File: config.mk
export PLATFORM = sky130hd
export DESIGN_NAME = ppg_rdiv
export DESIGN_NICKNAME = d
export VERILOG_FILES = /design/src/hdl/ppg_rdiv.sv
export SDC_FILE = /design/constraint.sdc
export NUM_CORES = 2
export LEC_CHECK = 0
export ABC_AREA = 1
export BUFFER_PORTS_ARGS = -buffer_cell sky130_fd_sc_hd__buf_2
export CAP_MARGIN = 20
export CORE_MARGIN = 10
export CORE_UTILIZATION = 55
export DETAILED_ROUTE_END_ITERATION = 8
export GPL_ROUTABILITY_DRIVEN = 0
export GPL_TIMING_DRIVEN = 1
export PLACE_DENSITY = 0.72
export SLEW_MARGIN = 30
export SYNTH_ARGS = -nofsm -noshare
export SYNTH_HDL_FRONTEND = slang
export SYNTH_SLANG_ARGS = --single-unit
File: constraint.sdc
create_clock -name aclk -period 22.6 [get_ports aclk]
set_input_delay 4.52 -clock aclk [delete_from_list [all_inputs] [get_ports aclk]]
set_output_delay 4.52 -clock aclk [all_outputs]
set_load 0.005 [all_outputs]
File: src/hdl/ppg_rdiv.sv
// Three-stage pipelined divider by a fixed divisor through its reciprocal.
// Standalone; the top level supplies floor((2^32-1)/d) and per-stage loads.
module ppg_rdiv #(
    parameter int NW = 29
) (
    input  logic          aclk,
    input  logic [2:0]    stage_ld,
    input  logic [NW-1:0] n_in,
    input  logic [10:0]   divisor,
    input  logic [31:0]   recip,
    output logic [NW-1:0] quotient
);
    logic [NW+31:0] prod;
    logic [NW+10:0] qd;
    logic [NW+10:0] rem_full;
    logic [NW-1:0]  qa_reg;
    logic [NW-1:0]  na_reg;
    logic [NW-1:0]  qb_reg;
    logic [11:0]    remb_reg;
    logic [NW-1:0]  qc_reg;

    // The estimate is low by at most one, so one compare fixes it.
    always_comb begin
        prod     = (NW+32)'(n_in) * (NW+32)'(recip);
        qd       = (NW+11)'(qa_reg) * (NW+11)'(divisor);
        rem_full = (NW+11)'(na_reg) - qd;
    end

    always_ff @(posedge aclk) begin
        if (stage_ld[0]) begin
            qa_reg <= prod[NW+31:32];
            na_reg <= n_in;
        end
        if (stage_ld[1]) begin
            qb_reg   <= qa_reg;
            remb_reg <= rem_full[11:0];
        end
        if (stage_ld[2]) begin
            qc_reg <= (remb_reg >= {1'b0, divisor}) ? qb_reg + NW'(1) : qb_reg;
        end
    end

    assign quotient = qc_reg;

endmodule

Word-level counts from Yosys, hierarchy flattened --
Index checks and enable logic that the tools add are counted.
Operators by class: add/sub/neg operators 2, multipliers 2, $lt $le $gt $ge 1, muxes and demuxes 1
Operators by type and width (count):
- 29-bit by 32-bit multiplier with 61-bit output | 1
- 29-bit by 1-bit adder with 29-bit output, second input constant | 1
- 29-bit by 11-bit multiplier with 12-bit output | 1
- 29-bit two-way mux | 1
- 12-bit by 11-bit greater-or-equal comparator with 1-bit output | 1
- 12-bit subtractor | 1
Storage, ports and cells: register bits 111, output and inout bits 29, logic and storage cells 11

Depth between registers and ports, before layout --
word-level depth 2, mapped depth 32, depth with buffers taken out 31

Least setup slack after synthesis --
No wires, ideal clock.
path type input to register, start point in recip[28], end point reg qa_reg[17] (data pin), library setup time 0.252 ns, data arrival time 10.432 ns, slack 11.916 ns, stages 29, path buffers 2, path through clkbuf_1 -> buf_1 -> nand2_1 -> fa_1 -> inv_1 -> fa_1 -> fa_1 -> inv_1 -> fa_1 -> inv_1 -> fa_1 -> fa_1 -> fa_1 -> inv_1 -> fa_1 -> inv_1 -> ha_1 -> nand2_1 -> inv_1 -> nand2_1 -> inv_1 -> nand2_1 -> inv_1 -> nand2_1 -> nand2_1 -> a21oi_1 -> nand2_1 -> nand2_1 -> nand2_1
Between the ends: word-level cells in the longest chain between the ends 1
RTL lines:
- start, declared | RTL line 10 | input logic [31:0] recip,
- 29-bit by 32-bit multiplier with 61-bit output | RTL line 24 | prod = (NW+32)'(n_in) * (NW+32)'(recip);
- named net prod[49] | RTL line 13 | logic [NW+31:0] prod;
- end signal, assigned | RTL line 31 | qa_reg <= prod[NW+31:32];
- end, declared | RTL line 16 | logic [NW-1:0] qa_reg;
The timed path passes the listed nets, and every way through them passes these cells. A chain may end at the register's enable or synchronous reset.

Worst setup path in the final report --
start point in n_in[5], end point reg qa_reg[24] (data pin)
Between the ends: word-level cells in the longest chain between the ends 1
RTL lines:
- start, declared | RTL line 8 | input logic [NW-1:0] n_in,
- 29-bit by 32-bit multiplier with 61-bit output | RTL line 24
- named net prod[56] | RTL line 13
The timed path passes the listed nets, and every way through them passes these cells.

==> results.md <==
Run status:
- The run finished with clean final reports.

Run:
- The reported max-cap violation count is 0.

Route:
- The number of DRC violations after detailed-routing iteration 0 is 2,680.
- The via density per instance is between 5 and 6.
- Before antenna repair, the detailed router went through 8 iterations.
- The final wirelength is 107,000 um.
- The routed layout has ~31,000 vias.
- The final antenna-violating net count is 0.
- After detailed routing, the number of remaining DRC violations is 0.
- Dividing the detail-routed wire length by the instance count gives 17.9 um.

Finish:
- The post-route netlist has 3.46% of its cells at a drive strength greater than 1.
- From synthesis to final layout, the design area changed by 3.33%.
- At the end of the flow the core is filled with cells to between 50% and 60%.
- Counting the fill cells in the layout gives 6,607.
- In the final design database the tool counted 6,273 nets.

Clock network:
- Clock latency on the worst-skew pair, taken at its later pin, is 0.37 ns.
- Post-CTS timing repair inserted 0 buffers for setup.
- The hold buffer count at cts is 0.
- TritonCTS built the clock tree.
- In this run the number of H-tree levels came out at 3.
- The post-cts resize count is 0.
- After clock tree synthesis, the clock-pin slew on the worst setup and hold paths is 0.08 ns.
- The CTS buffer count is 9.
- The cell chosen for the clock root is clkbuf_16.
- The clock passes through at most 2 buffers.
- CTS saw approximately 110 sinks.

GRT:
- The total congestion overflow is 0.
- The initial antenna violation count came to 2.
- The maximum number of pins on one net before global-route repair is 43.
- In the global route stage, overall resource usage came out at 26.6%.
- The via count of the first global-routing pass is roughly 33,000.
- The global-route wire length before repair is 174,000 um.

Timing:
- The number of pins with negative max-slew slack in the final report is 0.
- In this run the tightest slew margin relative to its limit is between 30 and 40%.
- Setup repair after global routing left no endpoint under its margin.
- Setup violations remaining at the end of the flow were counted as 0.
- Summed over all failing endpoints, the final setup total negative slack is 0 ns.
- The number of hold violations in the final report was 0.
- In the finished design, the share of the clock period the worst path needs comes to 49.9%.
- Timing would allow up to ~89 MHz.
- On the final layout, the worst clock skew is 0.0138 ns.
- At the pin with the least slew margin, the transition time is 1.04 ns.
- The minimum period implied by the final worst setup slack is about 11 ns.

Die:
- The width of the chip is 288 um.
- The core footprint is approximately 70,000 um^2.
- The die area is 83,000 um^2.
- Row generation in the floorplan step produced a little under 100 rows.
- The count of boundary I/O pins is 105.
- The die span in y is 288 um.
- The initial utilization of the core area, before any placement, comes to 55.4%.

Logic synthesis:
- The synthesized design contains 111 enable-type register cells.
- The top flip-flop cell by instance count after synthesis is edfxtp_1.
- The net count after synthesis is approximately 6,300.
- Yosys instantiated no cell more often than inv_1.
- The commonest cells after synthesis are 1,642 x inv_1, 1,465 x nand2_1, 852 x fa_1.
- The synthesized netlist contains 36 unique library cells.
- The portion of the post-synthesis area used by sequential elements is 8.43%.
- The gate count after technology mapping is around 5,100.
- The async set or reset register ratio after synthesis is 0%.
- The largest area contributor in the synthesized netlist is fa_1.
- In this run the cell area of the synthesized design comes to 39,500 um^2.
- The average cell area after synthesis is approximately 7.7 um^2.
- Yosys printed 0 warnings.
- The area share of the largest cell type after synthesis is 43.1%.
- Sorting the synthesized cells by area gives the leading types as fa_1 43%, inv_1 16%, nand2_1 14%.
- The flip-flop and latch count after synthesis is 111.

Place:
- The number of buffers inserted by port buffering is ~100.
- The final HPWL from detailed placement is 82,200 um.

Worst setup path:
- The category of the worst setup path capture point is a flip-flop.
- The critical setup path kind is input pin to flip-flop.
- In this run the worst path has a maximum fanout of 33.
- The worst setup path is launched from an input pin.
- Data on the critical path is required at its endpoint by 22.73 ns.
- At the worst endpoint, the arrival time is roughly 11 ns.

Min path:
- The min-delay analysis places its worst path in the category flip-flop to flip-flop.
cells by family after synthesis:
family                   count (synthesis)  synth area share (%)
AND/OR/NAND/NOR                       1764                  17.6
adder cells (fa/ha/maj)               1146                  52.4
flip-flops                             111                  8.43
AO/OA/AOI/OAI                          194                  2.61
XOR/XNOR                                60                  1.33
buffers and inverters                 1852                  17.6
cell usage in the layout, fill, tap and decap left out, types with 14 or more instances in the layout:
cell type and count:
nor2_2 14, o21ai_0 64, edfxtp_1 111, nor2_1 140, fa_1 852, nand2_1 1465
a21oi_1 104, xnor2_1 18, nand4_1 16, inv_1 1642, ha_1 294, xor2_1 42
nand3_1 76, nor3_1 24, buf_2 100
layout make-up:
type	instances	area [um^2]	share of cell area (%)
clock buffer	9	225	0.551
sequential	111	3330	8.16
antenna	1	2.50	0.00612
multi-input combinational	3164	29200	71.5
tap	950	1190	2.91
clock inverter	7	80.1	0.196
inverter	1653	6200	15.2
timing repair buffer	112	591	1.45
stage by stage:
stage | area [um^2] | hold slack [ns] | worst slack (ns) | instances
floorplan | 39500 | 0.400 | 11.92 | 5127
global placement | 40500 | 0.403 | 10.99 | 5990
detailed placement | 40500 | 0.405 | 10.96 | 5990
CTS | 40900 | 0.426 | 11.35 | 6006
global route | 40900 | 0.431 | 11.05 | 6007
finish | 40900 | 0.426 | 11.31 | 6007
worst max-delay path: stages:
cell and delay [ns]:
buf_2 0.71, nand2_1 0.11, inv_1 0.13, fa_1 0.43
fa_1 0.56, inv_1 0.06, fa_1 0.50, fa_1 0.53
inv_1 0.06, fa_1 0.56, fa_1 0.43, fa_1 0.52
inv_1 0.06, fa_1 0.47, inv_1 0.05, ha_1 0.30
nand2_1 0.11, inv_1 0.05, a21oi_1 0.35, o21ai_0 0.23
a21oi_1 0.23, nand2_1 0.09, nand2_1 0.11, nand2_1 0.06
nand2_1 0.05, nand2_1 0.06
final timing paths:
path                                  from           end  slack [ns]  cells past startpoint
worst max-delay path               n_in[5]    qa_reg[24]       11.31                     26
worst min-delay path            qa_reg[24]    qb_reg[24]        0.43                      0
worst max register to register   qa_reg[3]  remb_reg[11]       17.96                     16
worst min register to register  qa_reg[24]    qb_reg[24]        0.43                      0
metal layers:
layer,track usage (%),vias to the layer above,part of all wire (%)
met3,4.67,326,9.2
met1,33.6,15300,38
met5,0,-,0.012
li1,-,14200,-
met2,45.2,1508,48
met4,9.88,2,4.4
Power is left out: the tool's default activity adds up to more than one toggle a clock period on the data nets, which glitch-free logic cannot reach.
