## src/hdl/ppg_sdiv.sv

```systemverilog
// Bit-serial restoring divider, one quotient bit per cycle.
// Standalone; used by the top level to derive per-count constants.
module ppg_sdiv #(
    parameter int WN = 32,
    parameter int WD = 11
) (
    input  logic          aclk,
    input  logic          aresetn,
    input  logic          start,
    input  logic [WN-1:0] dividend,
    input  logic [WD-1:0] divisor,
    output logic          busy,
    output logic [WN-1:0] quotient
);
    localparam int CW = $clog2(WN + 1);

    logic          busy_reg;
    logic [CW-1:0] cnt_reg;
    logic [WD-1:0] rem_reg;
    logic [WN-1:0] quo_reg;
    logic [WD:0]   shifted;
    logic [WD:0]   diff;
    logic          ge;

    always_comb begin
        shifted = {rem_reg, quo_reg[WN-1]};
        diff    = shifted - {1'b0, divisor};
        ge      = (shifted >= {1'b0, divisor});
    end

    always_ff @(posedge aclk) begin
        if (!aresetn) begin
            busy_reg <= 1'b0;
            cnt_reg  <= '0;
        end else if (start) begin
            busy_reg <= 1'b1;
            cnt_reg  <= CW'(WN);
        end else if (busy_reg) begin
            cnt_reg <= cnt_reg - CW'(1);
            if (cnt_reg == CW'(1)) begin
                busy_reg <= 1'b0;
            end
        end
    end

    always_ff @(posedge aclk) begin
        if (start) begin
            rem_reg <= '0;
            quo_reg <= dividend;
        end else if (busy_reg) begin
            rem_reg <= ge ? diff[WD-1:0] : shifted[WD-1:0];
            quo_reg <= {quo_reg[WN-2:0], ge};
        end
    end

    assign busy     = busy_reg;
    assign quotient = quo_reg;

endmodule

```

## config.mk

```make
export PLATFORM = sky130hd
export DESIGN_NAME = ppg_sdiv
export DESIGN_NICKNAME = d
export VERILOG_FILES = /design/src/hdl/ppg_sdiv.sv
export SDC_FILE = /design/constraint.sdc
export NUM_CORES = 1
export LEC_CHECK = 0
export BUFFER_PORTS_ARGS = -buffer_cell sky130_fd_sc_hd__clkbuf_2
export CAP_MARGIN = 20
export CORE_UTILIZATION = 54
export CTS_BUF_LIST = sky130_fd_sc_hd__clkbuf_8
export DETAILED_ROUTE_END_ITERATION = 8
export PLACE_DENSITY = 0.83
export SLEW_MARGIN = 10
export SYNTH_ARGS = -nofsm -noshare
export SYNTH_HDL_FRONTEND = slang
export SYNTH_SLANG_ARGS = --single-unit
export TNS_END_PERCENT = 30
```

## constraint.sdc

```tcl
create_clock -name aclk -period 2.5 [get_ports aclk]
set_input_delay 0.125 -clock aclk [delete_from_list [all_inputs] [get_ports aclk]]
set_output_delay 0.125 -clock aclk [all_outputs]
set_load 0.005 [all_outputs]
```

* Yosys cells after proc, flatten, opt, wreduce, memory -nomap -nowiden
Cells that the tools add are included.
Storage, ports and cells: logic and storage cells 20, bits in registers 50, output and inout bits 33, bits of input ports 46
Cells by class: reductions and logical operators 2, equality and inequality tests 1, $lt $le $gt $ge 1, bitwise gates (word level) 1, add/subtract/negate cells 2, mux-type cells 8
Operator list (count):
- 2-to-1 mux 32 bit | 2
- >= comparator 12 x 11 -> 1 bit | 1
- 2-to-1 mux 6 bit | 2
- 2-to-1 mux 11 bit | 1
- subtractor 11 bit | 1
- equality test 6 x 1 -> 1 bit (second input constant) | 1
- subtractor 6 x 1 -> 6 bit (second input constant) | 1
- 2-to-1 mux 1 bit | 3
- nonzero test 2 bit | 1
- OR reduction 2 bit | 1
- NOT 1 bit | 1

* Depth between registers and ports, before layout
Gate-level depths: netlist (run 1).
depth in word-level cells 4, depth in mapped cells 10, depth with buffers taken out 9

* Worst setup path before layout (run 1)
OpenSTA, ideal clock, no wires.
path type reg2reg, start point reg quo_reg[31] (netlist: quotient[31]), end point reg rem_reg[7], slack 258 ps, period minus slack after synthesis 2242 ps, buffers on the path 1, stages on the path, launching flop included 11, arrival 2154 ps, setup time 88 ps, path through edfxtp_1 -> inv_1 -> ha_1 -> fa_1 -> nand2b_2 -> a21oi_2 -> o21ai_2 -> a21boi_4 -> buf_8 -> nand3_2 -> a311oi_2
On the way: cells in the longest elaborated chain, start to end 2, elaborated cells between the ends (all ways) 3, those cells by class add/sub (1); order compare (1); mux (1)
RTL lines:
- start, declared | line 20 | logic [WN-1:0] quo_reg;
- start signal, assigned | line 49 | quo_reg <= dividend;
- start signal, assigned | line 52 | quo_reg <= {quo_reg[WN-2:0], ge};
- subtractor 11 bit or >= comparator 12 x 11 -> 1 bit (tied branches) | line 27, 28
- 2-to-1 mux 11 bit (*) | line 51 | rem_reg <= ge ? diff[WD-1:0] : shifted[WD-1:0];
- end signal, assigned | line 51
- end, declared | line 19 | logic [WD-1:0] rem_reg;
Every way passes the cells marked *; elsewhere a longest branch is shown, timed or not. A chain may end at the register's enable or synchronous reset.

* Worst setup path after layout (run 1)
start point reg quo_reg[31] (netlist: quotient[31]), end point reg rem_reg[2]
The elaborated chain is that of the path after synthesis.

==> results of run 1 <==
final cells by class:
cell class,instances,area (um2)
fill,370,1470
sequential,50,1320
multi-input combinational,166,1320
timing repair buffer,84,439
tap,67,83.8
inverter,21,78.8
clock buffer,5,68.8
clock inverter,3,42.5
logic make-up (layout without fill, tap and decap cells):
group	Yosys count	in the layout
DFF	50	50
buffers and inverters	29	113
and+or+nand+nor	60	60
xor gates and xnor gates	10	10
adders and majority gates	14	14
AOI/OAI and AO/OA	47	47
muxes	35	35
final timing paths:
| path | start | endpoint | slack (ns) | cells after the start |
|---|---|---|---|---|
| worst max-delay path | quotient[31] | rem_reg[2] | 0.11 | 10 |
| worst min-delay path | aresetn | busy | 0.06 | 2 |
| worst max register to register | quotient[31] | rem_reg[2] | 0.11 | 10 |
| worst min register to register | cnt_reg[0] | cnt_reg[0] | 0.49 | 2 |
worst max-delay path, stage by stage, from the launching register on:
cell and delay (ns):
edfxtp_1 0.39, inv_1 0.06, ha_1 0.21, fa_1 0.41, nand2b_2 0.23, a21oi_4 0.17
o21ai_2 0.11, a21boi_4 0.22, buf_6 0.17, mux2i_1 0.07, a211oi_1 0.26
synthesized netlist by cell type, types with 2 or more instances:
library cell   n
o211ai_1       4
a211oi_1       4
nand3_1        7
nor3_1         3
o31ai_1        2
a311oi_2       2
nor2b_1        2
xnor2_1        6
clkbuf_1       4
a21oi_1        6
a31oi_1        4
o22ai_1        2
ha_1          13
inv_1         20
o21ai_0        7
buf_1          2
a21oi_2        2
o21ai_2        2
mux2_2        32
nand2b_2       2
dfxtp_1       18
nand2_1       18
o21a_1         2
mux2i_1        3
nand4_1        2
nor2_1        17
or3_1          2
edfxtp_1      32
xor2_1         4
power breakdown:
group          total, uW  leakage (uW)  internal (uW)  switching (uW)
Combinational        402      0.000902            198             204
Clock                574     0.0000562            299             276
Sequential          1010      0.000470            967            46.9
through the flow:
step	power [uW]	setup TNS, ns
4_1_cts	1990	0
3_5_place_dp	1430	0
3_3_place_gp	1410	0
6_report	1990	0
2_1_floorplan	1280	0
5_1_grt	2070	-0.0201
layer usage:
layer | wire (um) | vias to the layer above | GRT usage, %
li1 | - | 1055 | -
met2 | 3100 | 58 | 40.9
met5 | 0 | - | 0
met4 | 55 | 0 | 7.05
met1 | 2560 | 1007 | 29.1
met3 | 245 | 4 | 4.25
what timing repair did:
item	4_1_cts	5_1_grt
hold buffers	0	0
buffers inserted	0	1
resized for setup	0	2
endpoints found under the setup margin	0	5
==> metrics.yaml, run 1 <==
yosys:
  synth_edf_count: 32
  synth_area_leaders: "edfxtp_1, dfxtp_1, mux2_2"
  netlist_area_mm2: 0.00275
  synth-compound-area-share_pct: 13.1
  synth.mux.area_fraction_pct: 14.2
  syn_avg_cell_area_um2: 11.2
  ys_async_sr_fraction_pct: 0
  netlist.area_leader.share_pct: 34.9
  synthCells: 245
  synth_area_leader_cell: "edfxtp_1"
  synthXorXnorAreaFrac_pct: 3.18
  synth-simple-area-share_pct: 10.5
  synthFlopType: "edfxtp_1"
  ys_warn_count: 0
  synth_top_family_by_area: "multiplexers"
  synth-adder-area-share_pct: 6.64
  synth_nets: 305
  seq_area_frac_synth_pct: 48.0
  synth_cell_types: 50
  synth-seq-cells: 50
min_path:
  min_path_type: "input pin to flop"
worst_setup_path:
  worst-setup-path-type: "flop to flop"
  worst_setup_path_end_kind: "flop"
  cp.arrival_ns: 2.61
  start_kind: "flop"
  cp_max_fo: 7
  worstPathRequired_ns: 2.72
global_routing:
  grt_pass1_vias: 2029
  antenna_found_initial: 0
  grt_start_max_net_pins: 32
  gr-total-overflow: 0
  grt_usage_pct: 23.3
  grt_pass1_wl_um: 9410
layout:
  drive_gt1_share_pct: 41.6
  n_antenna_cell: 0
  stdcell_area_mm2: 0.00335
  postLayoutCoreUtil_pct: 69.6
  nets: 388
  largest_reg_flops: 32
  layout_common_cells: "clkbuf_2, mux2_2, edfxtp_1, inv_1"
  areaGrowthSynthToFinish_pct: 21.8
  instances_no_fill: 396
  layout.cells.most_common: "clkbuf_2"
floorplan:
  fp.coreArea_mm2: 0.00482
  die_y_um: 73.4
  initial_core_util_pct: 57.1
  die-width_um: 73.4
  pin_count: 79
  rows: 25
  die_area_mm2: 0.00538
cts:
  cts.sinks: 50
  h-tree-depth: 2
  clockBufferDepth: 2
  numCtsBuffers: 5
  cts_tree: "done"
  clk_latency_ns: 0.30
  cts_root_buffer: "clkbuf_8"
  clkTransAtPathRegs_ns: 0.09
placed_design:
  dp_cells: 387
  hpwl_um: 4410
  dp_slack_ns: 0.0757
  placed_area_mm2: 0.00322
  io_buffers: 78
  routabilityCongestion: 0.863
drt:
  firstDrtPassIters: 4
  vias: 2124
  drc: 0
  routedWlPerCell_um: 15.0
  drt-total-wl_um: 5960
  vias_per_cell: 5.36
  detail-route-antenna-nets: 0
  drtIter0Drc: 117
sta:
  maxSlewViolCount: 0
  fin_crit_sh_pct: 95.7
  hold_viol_final: 0
  max_freq_ghz: 0.418
  period_needed_ns: 2.39
  max_slew_margin_pct: 65.9
  holdWs_ns: 0.0558
  setup_viol: 0
  fin_skew_ns: 0.00529
  tightest_slew_ns: 0.511
  fin_ws_ns: 0.108
flow_run:
  drv_cap: 0
run_status:
  status: "finished clean"
pwr:
  powerDensity_mw_per_mm2: 594
  p_leak_uw: 0.00143
  peakVddDrop_mv: 0.380
(Power assumes the default switching activity.)
==> run 2, diff against run 1 <==
--- a/config.mk
+++ b/config.mk
@@ -7,10 +7,11 @@
 export LEC_CHECK = 0
 export BUFFER_PORTS_ARGS = -buffer_cell sky130_fd_sc_hd__clkbuf_2
 export CAP_MARGIN = 20
-export CORE_UTILIZATION = 54
+export CORE_UTILIZATION = 49
 export CTS_BUF_LIST = sky130_fd_sc_hd__clkbuf_8
 export DETAILED_ROUTE_END_ITERATION = 8
-export PLACE_DENSITY = 0.83
+export HOLD_SLACK_MARGIN = 0.15
+export PLACE_DENSITY = 0.79
 export SLEW_MARGIN = 10
 export SYNTH_ARGS = -nofsm -noshare
 export SYNTH_HDL_FRONTEND = slang
==> constraint.sdc (replaced) <==
create_clock -name aclk -period 2.2 [get_ports aclk]
set_input_delay 0.11 -clock aclk [delete_from_list [all_inputs] [get_ports aclk]]
set_output_delay 0.11 -clock aclk [all_outputs]
set_load 0.005 [all_outputs]
==> run 2 against run 1 <==
  * First-iteration DRC count fell by 6.8%
  * Fmax grew 9.1%
  * Final cell count grew 11%
  * Clock-buffer cell count unchanged
  * Sequential cell count did not move
  * Utilization up 3.2 points
  * Design area grew 14%
  * Non-clock buffer count is 41 higher
  * Critical path type unchanged
  * Critical endpoint is now rem_reg[6]
  * Largest cell class is now multi-input combinational cells
==> metrics.yaml, run 2 (same netlist as run 1, synthesis figures left out) <==
worst_setup_path:
  r2r_end: "rem_reg[6]"  # was rem_reg[2]
  worstPathRequired_ns: 2.40  # was 2.72 ns
  crit_path_top_delay_cell: "fa_2"  # was fa_1
  cp.arrival_ns: 2.39  # was 2.61 ns
  start_kind: "flop"  # unchanged
  worst-setup-path-type: "flop to flop"  # unchanged
  crit_path_cell_trace: "inv_2, ha_4, fa_2, nand2b_4, a21oi_4, o21ai_4, a21boi_4, buf_6, buf_16, nor3_1, a311oi_2"  # was inv_1, ha_1, fa_1, nand2b_2, a21oi_4, o21ai_2, a21boi_4, buf_6, mux2i_1, a211oi_1
  cpPeakStageDelay_ns: 0.39  # was 0.41 ns
  crit_family: "compound AO/OA/AOI/OAI gates"  # unchanged
  worst_setup_path_end_kind: "flop"  # unchanged
  crit_buf_inv: 3  # was 2
  cp_max_fo: 7  # unchanged
  regToRegSetupSlack_ns: 0.007  # was 0.11 ns
  r2r_cells: 11  # was 10
  worstReg2RegStart: "quotient[31]"  # unchanged
cts:
  cts_tree: "done"  # unchanged
  h-tree-depth: 2  # unchanged
  clk_latency_ns: 0.29  # was 0.30 ns
  cts_root_buffer: "clkbuf_8"  # unchanged
  clockBufferDepth: 2  # unchanged
  numCtsBuffers: 5  # unchanged
  cts.sinks: 50  # unchanged
  clkTransAtPathRegs_ns: 0.08  # was 0.09 ns
layout:
  layout_common_cells: "clkbuf_2, mux2_2, dlygate4sd3_1, edfxtp_1, inv_1"  # was clkbuf_2, mux2_2, edfxtp_1, inv_1
  areaGrowthSynthToFinish_pct: 39.4  # was 21.8%
  drive_gt1_share_pct: 41.1  # was 41.6%
  stdcell_area_mm2: 0.00383  # was 0.00335 mm2
  instances_no_fill: 440  # was 396
  n_antenna_cell: 0  # unchanged
  layout.cells.most_common: "clkbuf_2"  # unchanged
  postLayoutCoreUtil_pct: 72.8  # was 69.6%
  largest_reg_flops: 32  # unchanged
  nets: 429  # was 388
min_path:
  min_path_type: "input pin to flop"  # unchanged
  hold_depth: 2  # unchanged
  hold_start: "dividend[31]"  # was aresetn
  min_delay_worst_endpoint: "quotient[31]"  # was busy
sta:
  fin_crit_sh_pct: 99.7  # was 95.7%
  rsz0062_at_grt: "yes"
  max_slew_margin_pct: 72.1  # was 65.9%
  fin_ws_ns: 0.00734  # was 0.108 ns
  maxSlewViolCount: 0  # unchanged
  hold_viol_final: 0  # unchanged
  setup_viol: 0  # unchanged
  fin_skew_ns: 0.00651  # was 0.00529 ns
  max_freq_ghz: 0.456  # was 0.418 GHz
  period_needed_ns: 2.19  # was 2.39 ns
  tightest_slew_ns: 0.418  # was 0.511 ns
global_routing:
  grt_pass1_vias: 2289  # was 2029
  gr-total-overflow: 0  # unchanged
  grt_use_met1_pct: 24.5  # was 29.1%
  grt_pass1_wl_um: 10300  # was 9410 um
  antenna_found_initial: 0  # unchanged
  grt-busiest-layer: "met2"  # unchanged
  grt_use_met3_pct: 4.17  # was 4.25%
  grt_usage_pct: 22.2  # was 23.3%
  grtUsageMet2_pct: 42.3  # was 40.9%
  grt_start_max_net_pins: 21  # was 32
placed_design:
  dp_cells: 393  # was 387
  io_buffers: 78  # unchanged
  routabilityCongestion: 0.844  # was 0.863
  placed_area_mm2: 0.00326  # was 0.00322 mm2
  hpwl_um: 4560  # was 4410 um
  dp_slack_ns: -0.0309  # was 0.0757 ns
drt:
  detail-route-antenna-nets: 0  # unchanged
  vias: 2359  # was 2124
  firstDrtPassIters: 4  # unchanged
  drt-total-wl_um: 6620  # was 5960 um
  drc: 0  # unchanged
  routedWlPerCell_um: 15.0  # about the same
  vias_per_cell: 5.36  # about the same
  drtIter0Drc: 109  # was 117
run_status:
  status: "finished clean"  # unchanged
floorplan:
  pin_count: 79  # unchanged
  die-width_um: 76.9  # was 73.4 um
  initial_core_util_pct: 52.2  # was 57.1%
  fp.coreArea_mm2: 0.00527  # was 0.00482 mm2
  rows: 26  # was 25
  die_y_um: 76.9  # was 73.4 um
  die_area_mm2: 0.00592  # was 0.00538 mm2
pwr:
  fin_total_pwr_uw: 2330  # was 1990 uW
  powerDensity_mw_per_mm2: 607  # was 594 mW/mm2
  peakVddDrop_mv: 0.441  # was 0.380 mV
  p_leak_uw: 0.00162  # was 0.00143 uW
flow_run:
  drv_cap: 0  # unchanged
==> run 2: changes by cell type in the layout (fill, tap and decap cells not counted), sizes merged <==
cell,before,now
clkinv,2,1
clkinvlp,0,1
buf,6,15
dlygate4sd3,0,32
==> run 2: through the flow <==
step                hold slack [ns]  setup TNS, ns
global placement              0.354              0
CTS                           0.165              0
floorplan                     0.228              0
finish                        0.161              0
detailed placement            0.361        -0.0500
global route                  0.154         -0.185
==> run 2: worst reg2reg max path, stage by stage (launching register included) <==
cell,delay (ns)
edfxtp_1,0.37
inv_2,0.05
ha_4,0.16
fa_2,0.39
nand2b_4,0.17
a21oi_4,0.19
o21ai_4,0.09
a21boi_4,0.18
buf_6,0.14
buf_16,0.10
nor3_1,0.06
a311oi_2,0.21
==> run 2: how the worst max path moves through the flow <==
stage | end | start | cells after the start | slack, ns
finish | rem_reg[6] | quotient[31] | 11 | 0.007
global route | rem_reg[6] | quotient[31] | 11 | -0.07
CTS | rem_reg[7] | rem_reg[2] | 8 | 0.03
detailed placement | rem_reg[9] | quotient[31] | 10 | -0.03
global placement | rem_reg[9] | quotient[31] | 10 | 0.08
floorplan | rem_reg[7] | quotient[31] | 10 | 0.008
==> run 2: what timing repair did <==
action,4_1_cts,5_1_grt
hold buffers,32,0
gates cloned,1,0
endpoints found under the hold margin,33,0
gates resized for setup,2,13
pin swaps,2,8
setup buffers,3,3
endpoints found under the setup margin,1,5
==> run 2: metal layers <==
layer / wire, um / vias to the layer above
met3: 286 / 12
met1: 2610 / 1121
met5: 0 / -
li1: - / 1146
met4: 153 / 0
met2: 3570 / 80
==> run 2: layout make-up <==
type | instances | area, um2
repair buffers | 125 | 867
well taps | 70 | 87.6
clock buffers | 5 | 68.8
multi-input cells | 166 | 1370
clock inverters | 3 | 41.3
fillers | 366 | 1440
flip-flops and latches | 50 | 1320
inverters | 21 | 78.8
==> run 2: power by group <==
part | switching [uW] | internal [uW] | total, uW
registers | 53.3 | 1100 | 1150
clock network | 287 | 335 | 622
logic | 262 | 291 | 553
total | 602 | 1720 | 2330
